$ cat src/u8s_pkg.sv
// ----------------------------------------------------------------------------
// u8s_pkg
// types, constants and helper functions shared by the utf-8 sanitizer blocks
// ----------------------------------------------------------------------------
package u8s_pkg;

    localparam logic [7:0]  UNDERSCORE = 8'h5F;
    localparam logic [20:0] CP_MAX     = 21'h10FFFF;
    localparam logic [20:0] SUR_LO     = 21'h00D800;
    localparam logic [20:0] SUR_HI     = 21'h00DFFF;
    localparam logic [7:0]  LEAD_BAD   = 8'hF8;
    localparam int          JOB_BYTES  = 4;
    localparam int          QUEUE_DEPTH = 2;

    // output bytes caused by one input byte
    typedef struct packed {
        logic [JOB_BYTES-1:0][7:0] bytes;
        logic [2:0]                count;
        logic                      stream_end;
    } t_job;

    // append up to n underscores, saturating at four bytes
    function automatic t_job fill_unders(t_job j, logic [2:0] n);
        t_job       r;
        logic [3:0] lim;
        r   = j;
        lim = {1'b0, j.count} + {1'b0, n};
        for (int i = 0; i < JOB_BYTES; i++) begin
            if (3'(i) >= j.count && 4'(i) < lim) begin
                r.bytes[i] = UNDERSCORE;
            end
        end
        r.count = (lim > 4'(JOB_BYTES)) ? 3'(JOB_BYTES) : lim[2:0];
        return r;
    endfunction

    function automatic t_job append_byte(t_job j, logic [7:0] b);
        t_job r;
        r = j;
        if (j.count < 3'(JOB_BYTES)) begin
            r.bytes[j.count[1:0]] = b;
            r.count = j.count + 3'd1;
        end
        return r;
    endfunction

    // shortest-form utf-8 encoding of a code point
    function automatic t_job encode_cp(logic [20:0] cp);
        t_job r;
        r = '0;
        if (cp < 21'h80) begin
            r.bytes[0] = cp[7:0];
            r.count    = 3'd1;
        end else if (cp < 21'h800) begin
            r.bytes[0] = {3'b110, cp[10:6]};
            r.bytes[1] = {2'b10, cp[5:0]};
            r.count    = 3'd2;
        end else if (cp < 21'h10000) begin
            r.bytes[0] = {4'b1110, cp[15:12]};
            r.bytes[1] = {2'b10, cp[11:6]};
            r.bytes[2] = {2'b10, cp[5:0]};
            r.count    = 3'd3;
        end else begin
            r.bytes[0] = {5'b11110, cp[20:18]};
            r.bytes[1] = {2'b10, cp[17:12]};
            r.bytes[2] = {2'b10, cp[11:6]};
            r.bytes[3] = {2'b10, cp[5:0]};
            r.count    = 3'd4;
        end
        return r;
    endfunction

endpackage

$ cat src/u8s_in_if.sv
// ----------------------------------------------------------------------------
// u8s_in_if
// raw byte request channel into the sanitizer
// ----------------------------------------------------------------------------
interface u8s_in_if;
    logic       valid;
    logic       ready;
    logic [7:0] in_byte;
    logic       in_end;

    modport source (output valid, output in_byte, output in_end, input ready);
    modport sink   (input valid, input in_byte, input in_end, output ready);
endinterface

$ cat src/u8s_out_if.sv
// ----------------------------------------------------------------------------
// u8s_out_if
// sanitized byte request channel out of the sanitizer
// ----------------------------------------------------------------------------
interface u8s_out_if;
    logic       valid;
    logic       ready;
    logic [7:0] out_byte;
    logic       out_run_last;
    logic       out_stream_end;

    modport source (output valid, output out_byte, output out_run_last,
                    output out_stream_end, input ready);
    modport sink   (input valid, input out_byte, input out_run_last,
                    input out_stream_end, output ready);
endinterface

$ cat src/utf8_sanitize_stream.sv
// ----------------------------------------------------------------------------
// utf8_sanitize_stream
// utf-8 decode and shortest-form re-encode with underscore replacement
// ----------------------------------------------------------------------------
// The block takes one raw byte per cycle on i_in while the job queue is not
// full and gives sanitized bytes on o_out, one per cycle while o_out.ready is
// high. Each input byte yields zero to four output bytes: complete sequences
// come out in shortest form, malformed input comes out as underscores, and
// out_run_last marks the last byte caused by one input byte. The input side is
// limited only by the two-entry job queue; the serializer sends each job's
// bytes in turn, and bytes that yield nothing (the lead and middle bytes of a
// sequence) push no job. An accepted byte's job is registered in the queue and
// then in the serializer's job register before its first output byte appears.
// ----------------------------------------------------------------------------
module utf8_sanitize_stream (
    input  logic      i_clk,
    input  logic      i_rst_n,
    u8s_in_if.sink    i_in,
    u8s_out_if.source o_out
);

    // front to queue
    logic          front_push;
    u8s_pkg::t_job front_job;

    // queue status and head
    logic          q_full;
    logic          q_empty;
    logic          q_pop;
    u8s_pkg::t_job q_job;

    // decoder: holds the open sequence and builds one job per input request
    u8s_front u_front (
        .i_clk   (i_clk),
        .i_rst_n (i_rst_n),
        .i_valid (i_in.valid),
        .i_byte  (i_in.in_byte),
        .i_end   (i_in.in_end),
        .i_full  (q_full),
        .o_ready (i_in.ready),
        .o_push  (front_push),
        .o_job   (front_job)
    );

    // decouples decoder from output backpressure
    u8s_queue u_queue (
        .i_clk   (i_clk),
        .i_rst_n (i_rst_n),
        .i_push  (front_push),
        .i_job   (front_job),
        .i_pop   (q_pop),
        .o_job   (q_job),
        .o_full  (q_full),
        .o_empty (q_empty)
    );

    // serializer: walks through the bytes of each job
    u8s_back u_back (
        .i_clk        (i_clk),
        .i_rst_n      (i_rst_n),
        .i_empty      (q_empty),
        .i_job        (q_job),
        .i_ready      (o_out.ready),
        .o_pop        (q_pop),
        .o_valid      (o_out.valid),
        .o_byte       (o_out.out_byte),
        .o_run_last   (o_out.out_run_last),
        .o_stream_end (o_out.out_stream_end)
    );

`ifndef SYNTHESIS
    // an end-marked byte always produces at least one output byte
    a_end_pushes: assert property (@(posedge i_clk) disable iff (!i_rst_n)
        (i_in.valid && i_in.ready && i_in.in_end) |-> front_push)
        else $error("end byte produced no output job");

    // the stream end can only fall on the last byte of a run
    a_end_is_last: assert property (@(posedge i_clk) disable iff (!i_rst_n)
        (o_out.valid && o_out.out_stream_end) |-> o_out.out_run_last)
        else $error("stream end on a byte that is not last of its run");

    // nothing leaves the block in the cycle after reset
    a_idle_after_reset: assert property (@(posedge i_clk)
        (i_rst_n && $past(!i_rst_n)) |-> !o_out.valid)
        else $error("output valid right after reset");

    // no push into a full queue
    a_no_overflow: assert property (@(posedge i_clk) disable iff (!i_rst_n)
        front_push |-> !q_full)
        else $error("job queue overflow");
`endif

endmodule

$ cat src/u8s_front.sv
// ----------------------------------------------------------------------------
// u8s_front
// utf-8 decoder state and per-byte classification into output jobs
// ----------------------------------------------------------------------------
module u8s_front (
    input  logic          i_clk,
    input  logic          i_rst_n,
    input  logic          i_valid,
    input  logic [7:0]    i_byte,
    input  logic          i_end,
    input  logic          i_full,
    output logic          o_ready,
    output logic          o_push,
    output u8s_pkg::t_job o_job
);

    logic [20:0] r_acc, n_acc;
    logic [2:0]  r_len, n_len;
    logic [2:0]  r_seen, n_seen;

    logic          accept;
    logic          is_cont;
    logic          done;
    logic [20:0]   acc_next;
    logic [2:0]    seen_next;
    u8s_pkg::t_job job;

    assign o_ready = !i_full;
    assign accept  = i_valid && !i_full;
    assign is_cont = (i_byte[7:6] == 2'b10);
    assign acc_next  = {r_acc[14:0], i_byte[5:0]};
    assign seen_next = r_seen + 3'd1;

    always_comb begin
        job    = '0;
        n_acc  = r_acc;
        n_len  = r_len;
        n_seen = r_seen;
        done   = 1'b0;

        if (r_len != 3'd0) begin
            if (is_cont) begin
                done   = 1'b1;
                n_acc  = acc_next;
                n_seen = seen_next;
                if (seen_next >= r_len) begin
                    if (acc_next > u8s_pkg::CP_MAX ||
                        (acc_next >= u8s_pkg::SUR_LO && acc_next <= u8s_pkg::SUR_HI)) begin
                        job = u8s_pkg::fill_unders(job, r_len);
                    end else begin
                        job = u8s_pkg::encode_cp(acc_next);
                    end
                    n_acc  = '0;
                    n_len  = '0;
                    n_seen = '0;
                end
            end else begin
                // broken sequence, byte restarts below
                job    = u8s_pkg::fill_unders(job, r_seen);
                n_acc  = '0;
                n_len  = '0;
                n_seen = '0;
            end
        end

        if (!done) begin
            if (!i_byte[7]) begin
                job = u8s_pkg::append_byte(job, i_byte);
            end else if (is_cont || i_byte >= u8s_pkg::LEAD_BAD) begin
                job = u8s_pkg::append_byte(job, u8s_pkg::UNDERSCORE);
            end else begin
                n_seen = 3'd1;
                if (!i_byte[5]) begin
                    n_len = 3'd2;
                    n_acc = {16'd0, i_byte[4:0]};
                end else if (!i_byte[4]) begin
                    n_len = 3'd3;
                    n_acc = {17'd0, i_byte[3:0]};
                end else begin
                    n_len = 3'd4;
                    n_acc = {18'd0, i_byte[2:0]};
                end
            end
        end

        if (i_end) begin
            if (n_len != 3'd0) begin
                job = u8s_pkg::fill_unders(job, n_seen);
            end
            n_acc  = '0;
            n_len  = '0;
            n_seen = '0;
        end
        job.stream_end = i_end;
    end

    assign o_push = accept && (job.count != 3'd0);
    assign o_job  = job;

    always_ff @(posedge i_clk) begin
        if (!i_rst_n) begin
            r_acc  <= '0;
            r_len  <= '0;
            r_seen <= '0;
        end else if (accept) begin
            r_acc  <= n_acc;
            r_len  <= n_len;
            r_seen <= n_seen;
        end
    end

endmodule

$ cat src/u8s_queue.sv
// ----------------------------------------------------------------------------
// u8s_queue
// short job queue between the decoder and the output serializer
// ----------------------------------------------------------------------------
module u8s_queue (
    input  logic          i_clk,
    input  logic          i_rst_n,
    input  logic          i_push,
    input  u8s_pkg::t_job i_job,
    input  logic          i_pop,
    output u8s_pkg::t_job o_job,
    output logic          o_full,
    output logic          o_empty
);

    localparam int PTR_W = $clog2(u8s_pkg::QUEUE_DEPTH);
    localparam int CNT_W = $clog2(u8s_pkg::QUEUE_DEPTH + 1);

    u8s_pkg::t_job r_mem [u8s_pkg::QUEUE_DEPTH];
    logic [PTR_W-1:0] r_wr, r_rd;
    logic [CNT_W-1:0] r_count;

    assign o_full  = (r_count == CNT_W'(u8s_pkg::QUEUE_DEPTH));
    assign o_empty = (r_count == '0);
    assign o_job   = r_mem[r_rd];

    always_ff @(posedge i_clk) begin
        if (i_push) begin
            r_mem[r_wr] <= i_job;
        end
    end

    always_ff @(posedge i_clk) begin
        if (!i_rst_n) begin
            r_wr    <= '0;
            r_rd    <= '0;
            r_count <= '0;
        end else begin
            if (i_push) begin
                r_wr <= (r_wr == PTR_W'(u8s_pkg::QUEUE_DEPTH - 1)) ? '0 : r_wr + 1'b1;
            end
            if (i_pop) begin
                r_rd <= (r_rd == PTR_W'(u8s_pkg::QUEUE_DEPTH - 1)) ? '0 : r_rd + 1'b1;
            end
            case ({i_push, i_pop})
                2'b10:   r_count <= r_count + 1'b1;
                2'b01:   r_count <= r_count - 1'b1;
                default: r_count <= r_count;
            endcase
        end
    end

endmodule

$ cat src/u8s_back.sv
// ----------------------------------------------------------------------------
// u8s_back
// output serializer, one byte of the current job per request
// ----------------------------------------------------------------------------
module u8s_back (
    input  logic          i_clk,
    input  logic          i_rst_n,
    input  logic          i_empty,
    input  u8s_pkg::t_job i_job,
    input  logic          i_ready,
    output logic          o_pop,
    output logic          o_valid,
    output logic [7:0]    o_byte,
    output logic          o_run_last,
    output logic          o_stream_end
);

    logic          r_busy;
    logic [1:0]    r_idx;
    u8s_pkg::t_job r_job;
    logic          last;
    logic          take;

    assign last = ({1'b0, r_idx} + 3'd1) == r_job.count;
    assign take = r_busy && i_ready;
    assign o_pop = !i_empty && (!r_busy || (take && last));

    assign o_valid      = r_busy;
    assign o_byte       = r_job.bytes[r_idx];
    assign o_run_last   = last;
    assign o_stream_end = last && r_job.stream_end;

    always_ff @(posedge i_clk) begin
        if (!i_rst_n) begin
            r_busy <= 1'b0;
            r_idx  <= '0;
        end else if (o_pop) begin
            r_busy <= 1'b1;
            r_idx  <= '0;
        end else if (take) begin
            if (last) begin
                r_busy <= 1'b0;
            end else begin
                r_idx <= r_idx + 2'd1;
            end
        end
    end

    always_ff @(posedge i_clk) begin
        if (o_pop) begin
            r_job <= i_job;
        end
    end

endmodule
$ cat src/flat_wrapper.sv
// flat-port wrapper written by rule: the top's interface ports become plain ports
module utf8_sanitize_stream_flat 
  (i_clk, i_rst_n, i_in_valid, i_in_in_byte, i_in_in_end, i_in_ready, o_out_valid, o_out_out_byte, o_out_out_run_last, o_out_out_stream_end, o_out_ready);
  u8s_in_if i_in_i ();
  u8s_out_if o_out_i ();
  input  logic i_clk;
  input  logic i_rst_n;
  input wire logic [$bits(i_in_i.valid)-1:0] i_in_valid;
  input wire logic [$bits(i_in_i.in_byte)-1:0] i_in_in_byte;
  input wire logic [$bits(i_in_i.in_end)-1:0] i_in_in_end;
  output wire logic [$bits(i_in_i.ready)-1:0] i_in_ready;
  output wire logic [$bits(o_out_i.valid)-1:0] o_out_valid;
  output wire logic [$bits(o_out_i.out_byte)-1:0] o_out_out_byte;
  output wire logic [$bits(o_out_i.out_run_last)-1:0] o_out_out_run_last;
  output wire logic [$bits(o_out_i.out_stream_end)-1:0] o_out_out_stream_end;
  input wire logic [$bits(o_out_i.ready)-1:0] o_out_ready;
  assign i_in_i.valid = i_in_valid;
  assign i_in_i.in_byte = i_in_in_byte;
  assign i_in_i.in_end = i_in_in_end;
  assign i_in_ready = i_in_i.ready;
  assign o_out_valid = o_out_i.valid;
  assign o_out_out_byte = o_out_i.out_byte;
  assign o_out_out_run_last = o_out_i.out_run_last;
  assign o_out_out_stream_end = o_out_i.out_stream_end;
  assign o_out_i.ready = o_out_ready;
  utf8_sanitize_stream u_core (.i_clk(i_clk), .i_rst_n(i_rst_n), .i_in(i_in_i), .o_out(o_out_i));
endmodule
$ cat config.mk
export PLATFORM = sky130hd
export DESIGN_NAME = utf8_sanitize_stream_flat
export DESIGN_NICKNAME = d
export VERILOG_FILES = /design/src/u8s_pkg.sv /design/src/u8s_in_if.sv /design/src/u8s_out_if.sv /design/src/utf8_sanitize_stream.sv /design/src/u8s_front.sv /design/src/u8s_queue.sv /design/src/u8s_back.sv /design/src/flat_wrapper.sv
export SDC_FILE = /design/constraint.sdc
export NUM_CORES = 1
export LEC_CHECK = 0
export BUFFER_PORTS_ARGS = -buffer_cell sky130_fd_sc_hd__buf_4
export CAP_MARGIN = 40
export CORE_MARGIN = 5
export CORE_UTILIZATION = 35
export CTS_CLUSTER_DIAMETER = 40
export DETAILED_ROUTE_END_ITERATION = 12
export PLACE_DENSITY = 0.51
export SETUP_SLACK_MARGIN = 0.02
export SYNTH_ARGS = -nofsm -noshare
export SYNTH_HDL_FRONTEND = slang
export SYNTH_SLANG_ARGS = --single-unit
$ cat constraint.sdc
create_clock -name i_clk -period 5.7 [get_ports i_clk]
set_clock_uncertainty 0.2 [all_clocks]
set_input_delay 0.57 -clock i_clk [delete_from_list [all_inputs] [get_ports i_clk]]
set_output_delay 0.57 -clock i_clk [all_outputs]
set_load 0.02 [all_outputs]
==> flow_summary.json, run 1 <==
{
  "dp_cells": 840,
  "ios": 25,
  "fin_ws_ns": 0.344,
  "tns_ns": 0,
  "finalCritPeriodShare_pct": 94.0,
  "period_needed_ns": 5.36,
  "cp_slowest_cell": "or4_1",
  "ys_dominant_reg_cell": "edfxtp_1",
  "die_h_um": 150,
  "ys_top_cells_by_count": "108 x edfxtp_1, 50 x nor2_1, 36 x mux2_2",
  "die_area_um2": 22500,
  "ys_seq_elements": 136,
  "syn_area_um2": 6850,
  "seqCellArea_um2": 3800,
  "nFillCells": 1881,
  "grt_pass1_vias": 4689,
  "rsz0062_at_grt": "no",
  "synth.avg_cell_area_um2": 12.1,
  "powerDensity_nw_per_um2": 401,
  "startpoint": "u_core.u_front.r_acc[10]$_SDFFE_PN0P_",
  "dieWidth_um": 150,
  "tightest_slew_ns": 0.928,
  "grt_pass1_wl_um": 27100,
  "worstPathMaxFanout": 10,
  "yosysTopAreaCell": "edfxtp_1",
  "cts_buffers": 17,
  "synth_cells": 565,
  "relSlewSlack_pct": 37.6,
  "vias": 4736,
  "ant_nets": 0,
  "cts_root_buf": "clkbuf_16",
  "hold_class": "in -> reg",
  "start_util_pct": 35.3,
  "syn-num-nets": 590,
  "setup_violations": 0,
  "status": "finished clean",
  "worstPathArrival_ns": 5.51,
  "wire_per_inst_um": 19.5,
  "cts_sinks": 136,
  "fp.coreArea_um2": 19400,
  "ctsResizeCount": 0,
  "htree_levels": 4,
  "drive_gt1_share_pct": 23.7,
  "timing.final.hold_violations": 0,
  "drt_iter0_drc": 366,
  "synth-async-reset-ratio_pct": 0,
  "stdcell_area_um2": 8000,
  "ys_types": 70,
  "placed_area_um2": 7390,
  "grt_usage_pct": 15.9,
  "final_nets": 619,
  "path_cells": "or4_1, a32o_1, or3_1, a21oi_4, ha_1, o21a_1, fa_1, and3_1, o21bai_1, nor3_2, nand2b_1, o311ai_4, ha_1, or3_1, a21boi_0",
  "leakage_nw": 2.77,
  "routed_wl_um": 17000,
  "gp_congestion": 0.923,
  "multi_input_area_um2": 2890,
  "layout.cells.non_filler": 872,
  "hpwlAfterDp_um": 12000,
  "fmaxAchievable_mhz": 187,
  "critPathLaunchType": "register",
  "regToRegStartpoint": "u_core.u_front.r_acc[10]$_SDFFE_PN0P_",
  "cts_setup_buffers": 0,
  "crit_type": "reg -> reg",
  "route.detailed.drc": 0,
  "rows": 51,
  "cts_hold_buffers": 0,
  "synth.top_cells.by_area": "edfxtp_1 47%, dfxtp_1 8.2%, mux2_2 5.9%, nor2_1 2.7%, mux4_2 2.6%",
  "antenna-diode-count": 0,
  "maxCapViolCount": 0,
  "cp.required_ns": 5.85,
  "clk_latency_ns": 0.43,
  "ys_warn_count": 0,
  "cts_tree": "done",
  "vdd_drop_max_uv": 208,
  "rr_worst_depth": 15,
  "fin_hold_ws_ns": 0.240,
  "worstSetupEndpointType": "register",
  "via_per_inst": 5.43,
  "portBuffers": 24,
  "area_growth_pct": 16.8,
  "firstDrtPassIters": 5,
  "reg2reg_to": "u_core.u_queue.r_count[1]$_SDFFE_PN0P_",
  "synth.most_common_cell": "edfxtp_1",
  "endpoint": "u_core.u_queue.r_count[1]$_SDFFE_PN0P_",
  "dp_slack_ns": 0.222,
  "clock_path_buffers": 2,
  "synth_edf_count": 108,
  "finalMaxSlewViolations": 0,
  "reg2reg_slack_ns": 0.34,
  "synth.yosys.seq_area_share_pct": 55.5,
  "grt-ovfl-total": 0,
  "synth_top_area_share_pct": 47.3,
  "path_clk_slew_ns": 0.06,
  "max_stage_delay_ns": 0.69,
  "grt_antenna_before_repair": 0,
  "grt_max_degree": 39
}
## layout make-up
| cell class | count | share of cell area, % |
|---|---|---|
| clock buffer | 17 | 5.32 |
| clock inverter | 15 | 2.22 |
| inverter | 8 | 0.375 |
| multi-input combinational | 389 | 36.1 |
| sequential | 136 | 47.5 |
| tap | 265 | 4.14 |
| timing repair buffer | 42 | 4.32 |
## kinds of logic after synthesis
kind of cell    count (synthesis)  synth area share (%)
buf+inv                        40                  2.65
flops                         136                  55.5
xor+xnor                        9                  1.15
mux                            46                  8.84
simple gates                  163                  12.1
fa+ha+maj                      12                  2.30
compound gates                159                  17.4
## flip-flops by register name, indices dropped and copies added, names as in the netlist
register,cells
u_core.u_front.r_seen,3
u_core.u_queue.r_count,2
u_core.u_queue.r_mem,72
u_core.u_back.r_idx,2
u_core.u_front.r_acc,15
u_core.u_queue.r_wr,1
u_core.u_queue.r_rd,1
u_core.u_back.o_valid,1
u_core.u_back.r_job,36
u_core.u_front.r_len,3
## metrics by stage
stage / util (%) / power (mW)
finish: 41.3 / 3.21
floorplan: - / 1.88
detailed placement: 38.1 / 2.12
global route: 41.3 / 3.36
CTS: 41.2 / 3.25
global placement: 38.0 / 2.10
## worst max-delay path, delay by kind of cell (launching register included)
family	cells	cell delay (ns)
compound gates	6	1.54
fa+ha+maj	3	1.06
flops	1	0.40
simple gates	6	2.08
## per-layer routing
metal  wire [um]  vias up  GRT usage (%)
met1        7920     2265           22.1
met3         957       36           3.09
met5           0        -              0
met4         403        0           6.36
met2        7710      176           24.4
li1            -     2259              -
## worst min path at each step
stage / from / endpoint / slack (ns) / depth (start not counted)
detailed placement: u_core.u_queue.r_wr$_SDFFE_PN0P_ / u_core.u_queue.r_wr$_SDFFE_PN0P_ / 0.29 / 2
finish: i_in_in_end / u_core.u_queue.r_mem[1][0]$_DFFE_PP_ / 0.24 / 1
global placement: u_core.u_queue.r_wr$_SDFFE_PN0P_ / u_core.u_queue.r_wr$_SDFFE_PN0P_ / 0.28 / 2
CTS: i_in_in_end / u_core.u_queue.r_mem[1][0]$_DFFE_PP_ / 0.22 / 1
global route: i_in_in_end / u_core.u_queue.r_mem[1][0]$_DFFE_PP_ / 0.23 / 1
floorplan: u_core.u_queue.r_wr$_SDFFE_PN0P_ / u_core.u_queue.r_wr$_SDFFE_PN0P_ / 0.25 / 2
## cells in the final DEF (no fill, tap or decap), drive strengths merged, types with 8 or more instances in the layout
master,netlist,routed
a21oi,34,34
a221o,10,10
a22oi,19,19
buf,6,42
clkbuf,26,17
dfxtp,28,28
edfxtp,108,108
ha,11,11
inv,8,18
mux2,36,36
mux4,8,8
nand2,31,31
nor2,50,50
nor2b,21,21
nor3,12,12
o21a,8,8
o21ai,31,31
o221ai,10,10
## power breakdown
group          total, mW  internal (mW)  leakage, nW  switching [mW]
sequential          1.40           1.33         1.25          0.0727
combinational      0.684          0.302         1.23           0.382
clock               1.12          0.662        0.288           0.459
Note: power is estimated with default switching activity, not from simulation.
==> run 2, diff against run 1 <==
- CORE_UTILIZATION: 35 -> 38
- PLACE_DENSITY: 0.51 -> 0.54
==> run 2 against run 1 <==
Maximum frequency grew 0.55%. Combinational power decreased by 1%. Wire length shrank 0.84%. Clock power fell by 5%. First-iteration DRC count is 9.8% higher. Final cell count fell by 4.5%. Global-route usage is 1.0 points higher. Largest cell class unchanged. Via count rose by 0.17%. Non-clock buffer count down 3. Die area fell by 7.4%. Sequential power about the same. Setup slack better by 0.029 ns.
==> flow_summary.json, run 2 (same netlist as run 1, synthesis figures left out) <==
{
  "nFillCells": 1650,
  "cts_hold_buffers": 0,
  "setup_violations": 0,
  "vias": 4744,
  "grt_pass1_vias": 4658,
  "worstPathMaxFanout": 8,
  "cts_setup_buffers": 0,
  "rows": 49,
  "grt_max_degree": 39,
  "met2RoutedLength_um": 7990,
  "dieWidth_um": 144,
  "clock_path_buffers": 2,
  "clk_latency_ns": 0.42,
  "hold_class": "in -> reg",
  "path_clk_slew_ns": 0.07,
  "regToRegStartpoint": "u_core.u_front.r_seen[0]$_SDFFE_PN0P_",
  "timing.final.hold_violations": 0,
  "critPathLaunchType": "register",
  "fin_ws_ns": 0.374,
  "htree_levels": 4,
  "reg.largest.list": "u_core.u_queue.r_mem (72), u_core.u_back.r_job (36), u_core.u_front.r_acc (15)",
  "relSlewSlack_pct": 35.3,
  "largest_reg_flops": 72,
  "antenna-diode-count": 0,
  "powerDensity_nw_per_um2": 396,
  "grt_antenna_before_repair": 0,
  "finalCritPeriodShare_pct": 93.4,
  "power.total_mw": 3.13,
  "startpoint": "u_core.u_front.r_seen[0]$_SDFFE_PN0P_",
  "period_needed_ns": 5.33,
  "route.detailed.drc": 0,
  "fmaxAchievable_mhz": 188,
  "fp.coreArea_um2": 17800,
  "highest_layer": "met4",
  "routed_wl_um": 16800,
  "die_area_um2": 20800,
  "swShare_pct": 29.5,
  "via_per_inst": 5.70,
  "grt_pass1_wl_um": 26700,
  "ctsResizeCount": 0,
  "firstDrtPassIters": 5,
  "switchingPower_uw": 922,
  "rsz0062_at_grt": "no",
  "cts_tree": "done",
  "grt_usage_pct": 16.9,
  "cts_sinks": 136,
  "maxCapViolCount": 0,
  "crit_type": "reg -> reg",
  "wire_per_inst_um": 20.2,
  "dp_slack_ns": 0.286,
  "finalMaxSlewViolations": 0,
  "p_int_mw": 2.21,
  "vdd_drop_max_uv": 215,
  "start_util_pct": 38.4,
  "area_growth_pct": 15.3,
  "portBuffers": 24,
  "cp.required_ns": 5.84,
  "grt-ovfl-total": 0,
  "top_register": "u_core.u_queue.r_mem",
  "p_seq_share_pct": 44.6,
  "final_nets": 616,
  "p_clk_share_pct": 33.8,
  "cts_buffers": 17,
  "final_cell_mix": "108 x edfxtp_1, 47 x nor2_1, 36 x mux2_2, 36 x buf_4, 32 x a21oi_1",
  "met3WireLength_um": 689,
  "worstPathArrival_ns": 5.47,
  "final_common_cell": "edfxtp_1",
  "ios": 25,
  "tightest_slew_ns": 0.961,
  "leakage_nw": 2.74,
  "finalCoreUtilization_pct": 44.3,
  "status": "finished clean",
  "worstSetupEndpointType": "register",
  "combPwrFrac_pct": 21.6,
  "die_h_um": 144,
  "worstHoldStart": "i_in_in_end",
  "hpwlAfterDp_um": 11900,
  "gp_congestion": 0.912,
  "wl_met1_um": 7900,
  "ant_nets": 0,
  "drt_iter0_drc": 402,
  "cts_root_buf": "clkbuf_16",
  "drive_gt1_share_pct": 23.3
}
## run 2: cell count changes in the layout (fill, tap and decap cells not counted), sizes merged
cell | before | now
clkinv | 0 | 3
clkinvlp | 3 | 2
buf | 42 | 39
bufinv | 2 | 0
## run 2: critical path, cell delays in order (launching register included)
cell	delay (ns)
dfxtp_1	0.49
ha_1	0.22
xor2_1	0.21
ha_1	0.28
a21oi_1	0.22
o21a_1	0.33
or3_1	0.35
a21oi_4	0.11
ha_1	0.32
o21a_1	0.32
fa_1	0.45
and3_1	0.19
o21bai_1	0.29
nor3_2	0.10
nand2b_1	0.12
o311ai_4	0.13
ha_1	0.35
or3_1	0.38
a21boi_0	0.16
## run 2: per-stage QoR
step	hold WS, ns	TNS, ns	area, um2	cells
after floorplan	0.251	-20.29	6850	565
after global placement	0.282	0	7310	800
after detailed placement	0.285	0	7320	801
after CTS	0.233	0	7890	833
after global routing	0.242	0	7900	833
final	0.263	0	7900	833
## run 2: layout make-up
type                            count  area (um2)  area share, %
Clock buffer                       17         425           5.39
Clock inverter                     15         149           1.89
Inverter                            8        30.0          0.380
Multi-Input combinational cell    389        2890           36.6
Sequential cell                   136        3800           48.2
Tap cell                          229         287           3.63
Timing Repair Buffer               39         315           3.99
## run 2: worst paths after layout
kind | endpoint | cells past startpoint | slack, ns
max | u_core.u_queue.r_count[1]$_SDFFE_PN0P_ | 18 | 0.37
min | u_core.u_queue.r_mem[1][0]$_DFFE_PP_ | 1 | 0.26
max reg2reg | u_core.u_queue.r_count[1]$_SDFFE_PN0P_ | 18 | 0.37
min reg2reg | u_core.u_queue.r_wr$_SDFFE_PN0P_ | 2 | 0.29
## run 2: power by group through the flow
stage / clock network (mW) / registers (mW) / logic, mW
after CTS: 1.08 / 1.40 / 0.690
after global placement: 0 / 1.41 / 0.680
final: 1.06 / 1.40 / 0.676
after global routing: 1.12 / 1.42 / 0.741
after detailed placement: 0 / 1.42 / 0.684
after floorplan: 0 / 1.40 / 0.483
## run 2: metal layers
metal | vias up | track usage (%)
met5 | - | 0
met2 | 155 | 27.4
met4 | 0 | 5.06
met3 | 26 | 3.37
met1 | 2304 | 23.1
li1 | 2259 | -
==> run 3, diff against run 2 <==
- CORE_MARGIN: 5 -> 1
==> run 3 against run 2 <==
Critical path depth down 3. Design area up 0.71%. Register-to-register slack about the same. Sequential cell count unchanged. Setup slack worse by 0.011 ns. Maximum frequency down 0.21%. Via count up 0.72%.
==> flow_summary.json, run 3 (same netlist as run 1, synthesis figures left out) <==
{
  "fin_ws_ns": 0.363,
  "top_register": "u_core.u_queue.r_mem",
  "fmaxAchievable_mhz": 187,
  "start_util_pct": 39.2,
  "routed_wl_um": 16900,
  "reg2reg_to": "u_core.u_queue.r_count[1]$_SDFFE_PN0P_",
  "gp_congestion": 0.930,
  "multi_input_area_um2": 2890,
  "clk_latency_ns": 0.42,
  "tns_ns": 0,
  "htree_levels": 4,
  "dp_cells": 800,
  "hold_depth": 1,
  "ctsResizeCount": 0,
  "path_cells": "or4_1, a32o_1, or3_1, a21oi_4, ha_1, o21a_1, fa_1, and3_1, o21bai_1, nor3_2, nand2b_1, o311ai_4, ha_1, or3_1, a21boi_0",
  "hold_class": "in -> reg",
  "firstDrtPassIters": 5,
  "finalCritPeriodShare_pct": 93.6,
  "reg.largest.list": "u_core.u_queue.r_mem (72), u_core.u_back.r_job (36), u_core.u_front.r_acc (15)",
  "worstPathMaxFanout": 12,
  "cts_tree": "done",
  "wire_per_inst_um": 20.3,
  "final_nets": 619,
  "clock_path_buffers": 2,
  "ant_nets": 0,
  "worstHoldStart": "i_in_in_end",
  "final_common_cell": "edfxtp_1",
  "antenna-diode-count": 0,
  "vias": 4778,
  "dieWidth_um": 136,
  "rr_worst_depth": 15,
  "fp.coreArea_um2": 17500,
  "crit_type": "reg -> reg",
  "max_stage_delay_ns": 0.70,
  "vdd_drop_max_uv": 236,
  "grt_max_degree": 39,
  "worstSetupEndpointType": "register",
  "status": "finished clean",
  "grt-ovfl-total": 0,
  "grt_pass1_wl_um": 26400,
  "timing.final.hold_violations": 0,
  "regToRegStartpoint": "u_core.u_front.r_acc[10]$_SDFFE_PN0P_",
  "drive_gt1_share_pct": 23.7,
  "hpwlAfterDp_um": 11900,
  "area_growth_pct": 16.1,
  "critPathLaunchType": "register",
  "rows": 48,
  "cp.required_ns": 5.84,
  "setup_violations": 0,
  "cts_buffers": 17,
  "tightest_slew_ns": 0.864,
  "portBuffers": 24,
  "grt_pass1_vias": 4590,
  "path_clk_slew_ns": 0.06,
  "worstPathArrival_ns": 5.48,
  "power.total_mw": 3.21,
  "finalCoreUtilization_pct": 45.5,
  "reg2reg_slack_ns": 0.36,
  "period_needed_ns": 5.34,
  "final_cell_mix": "108 x edfxtp_1, 47 x nor2_1, 37 x buf_4",
  "rsz0062_at_grt": "no",
  "hold_end": "u_core.u_queue.r_mem[0][0]$_DFFE_PP_",
  "drt_iter0_drc": 382,
  "grt_usage_pct": 19.5,
  "grt_antenna_before_repair": 0,
  "cts_hold_buffers": 0,
  "dp_slack_ns": 0.340,
  "cp_slowest_cell": "or4_1",
  "nFillCells": 1578,
  "relSlewSlack_pct": 41.6,
  "die_h_um": 136,
  "route.detailed.drc": 0,
  "largest_reg_flops": 72,
  "seqCellArea_um2": 3800,
  "cts_root_buf": "clkbuf_16",
  "layout.cells.non_filler": 832,
  "powerDensity_nw_per_um2": 403,
  "finalMaxSlewViolations": 0,
  "maxCapViolCount": 0,
  "die_area_um2": 18600,
  "ios": 25,
  "cts_setup_buffers": 0,
  "cts_sinks": 136,
  "startpoint": "u_core.u_front.r_acc[10]$_SDFFE_PN0P_",
  "leakage_nw": 2.77,
  "via_per_inst": 5.74
}
run 3: cell types whose count changed in the layout (fill, tap and decap cells not counted):
cell / before / now
clkinvlp_4: 2 / 3
buf_4: 36 / 37
clkinv_4: 2 / 1
bufinv_16: 0 / 2
clkinv_8: 1 / 0
buf_6: 0 / 1
inv_8: 5 / 4
clkdlybuf4s15_2: 0 / 1
run 3: layout make-up:
type                    count  share of cell area (%)
clock buffers              17                    5.35
clock inverters            15                    2.26
inverters                   8                   0.377
multi-input cells         389                    36.3
flip-flops and latches    136                    47.8
well taps                 225                    3.54
repair buffers             42                    4.34
run 3: power breakdown:
| group | switching [mW] | internal [mW] | leakage (nW) |
|---|---|---|---|
| clock | 0.462 | 0.663 | 0.289 |
| sequential | 0.0707 | 1.33 | 1.25 |
| combinational | 0.382 | 0.301 | 1.23 |
run 3: worst max-delay path by stage:
stage | to | slack, ns | cells after the start
2_1_floorplan | u_core.u_queue.r_mem[0][0]$_DFFE_PP_ | -0.28 | 17
3_3_place_gp | u_core.u_queue.r_count[1]$_SDFFE_PN0P_ | 0.45 | 16
3_5_place_dp | u_core.u_queue.r_count[1]$_SDFFE_PN0P_ | 0.34 | 16
4_1_cts | u_core.u_queue.r_count[1]$_SDFFE_PN0P_ | 0.31 | 16
5_1_grt | u_core.u_queue.r_count[1]$_SDFFE_PN0P_ | 0.1 | 15
6_report | u_core.u_queue.r_count[1]$_SDFFE_PN0P_ | 0.36 | 15
run 3: per-stage QoR:
step                      hold WS, ns  instance area, um2
final                           0.263                7960
after global routing            0.240                7960
after CTS                       0.234                7950
after detailed placement        0.282                7340
after global placement          0.280                7310
after floorplan                 0.251                6850
run 3: layer usage:
| metal | share of wire [%] | track usage (%) | vias to the layer above |
|---|---|---|---|
| met4 | 1.9 | 7.53 | 0 |
| met2 | 48 | 31.2 | 147 |
| met1 | 46 | 25.6 | 2337 |
| li1 | - | - | 2261 |
| met3 | 4.6 | 4.21 | 33 |
| met5 | 0 | 0 | - |
run 3: critical path: cells and delay by family (launching register included):
kind                     cells  cell delay, ns
AO/OA/AOI/OAI                6            1.52
adder cells (fa/ha/maj)      3            1.08
AND/OR/NAND/NOR              6            2.04
flip-flops                   1            0.41
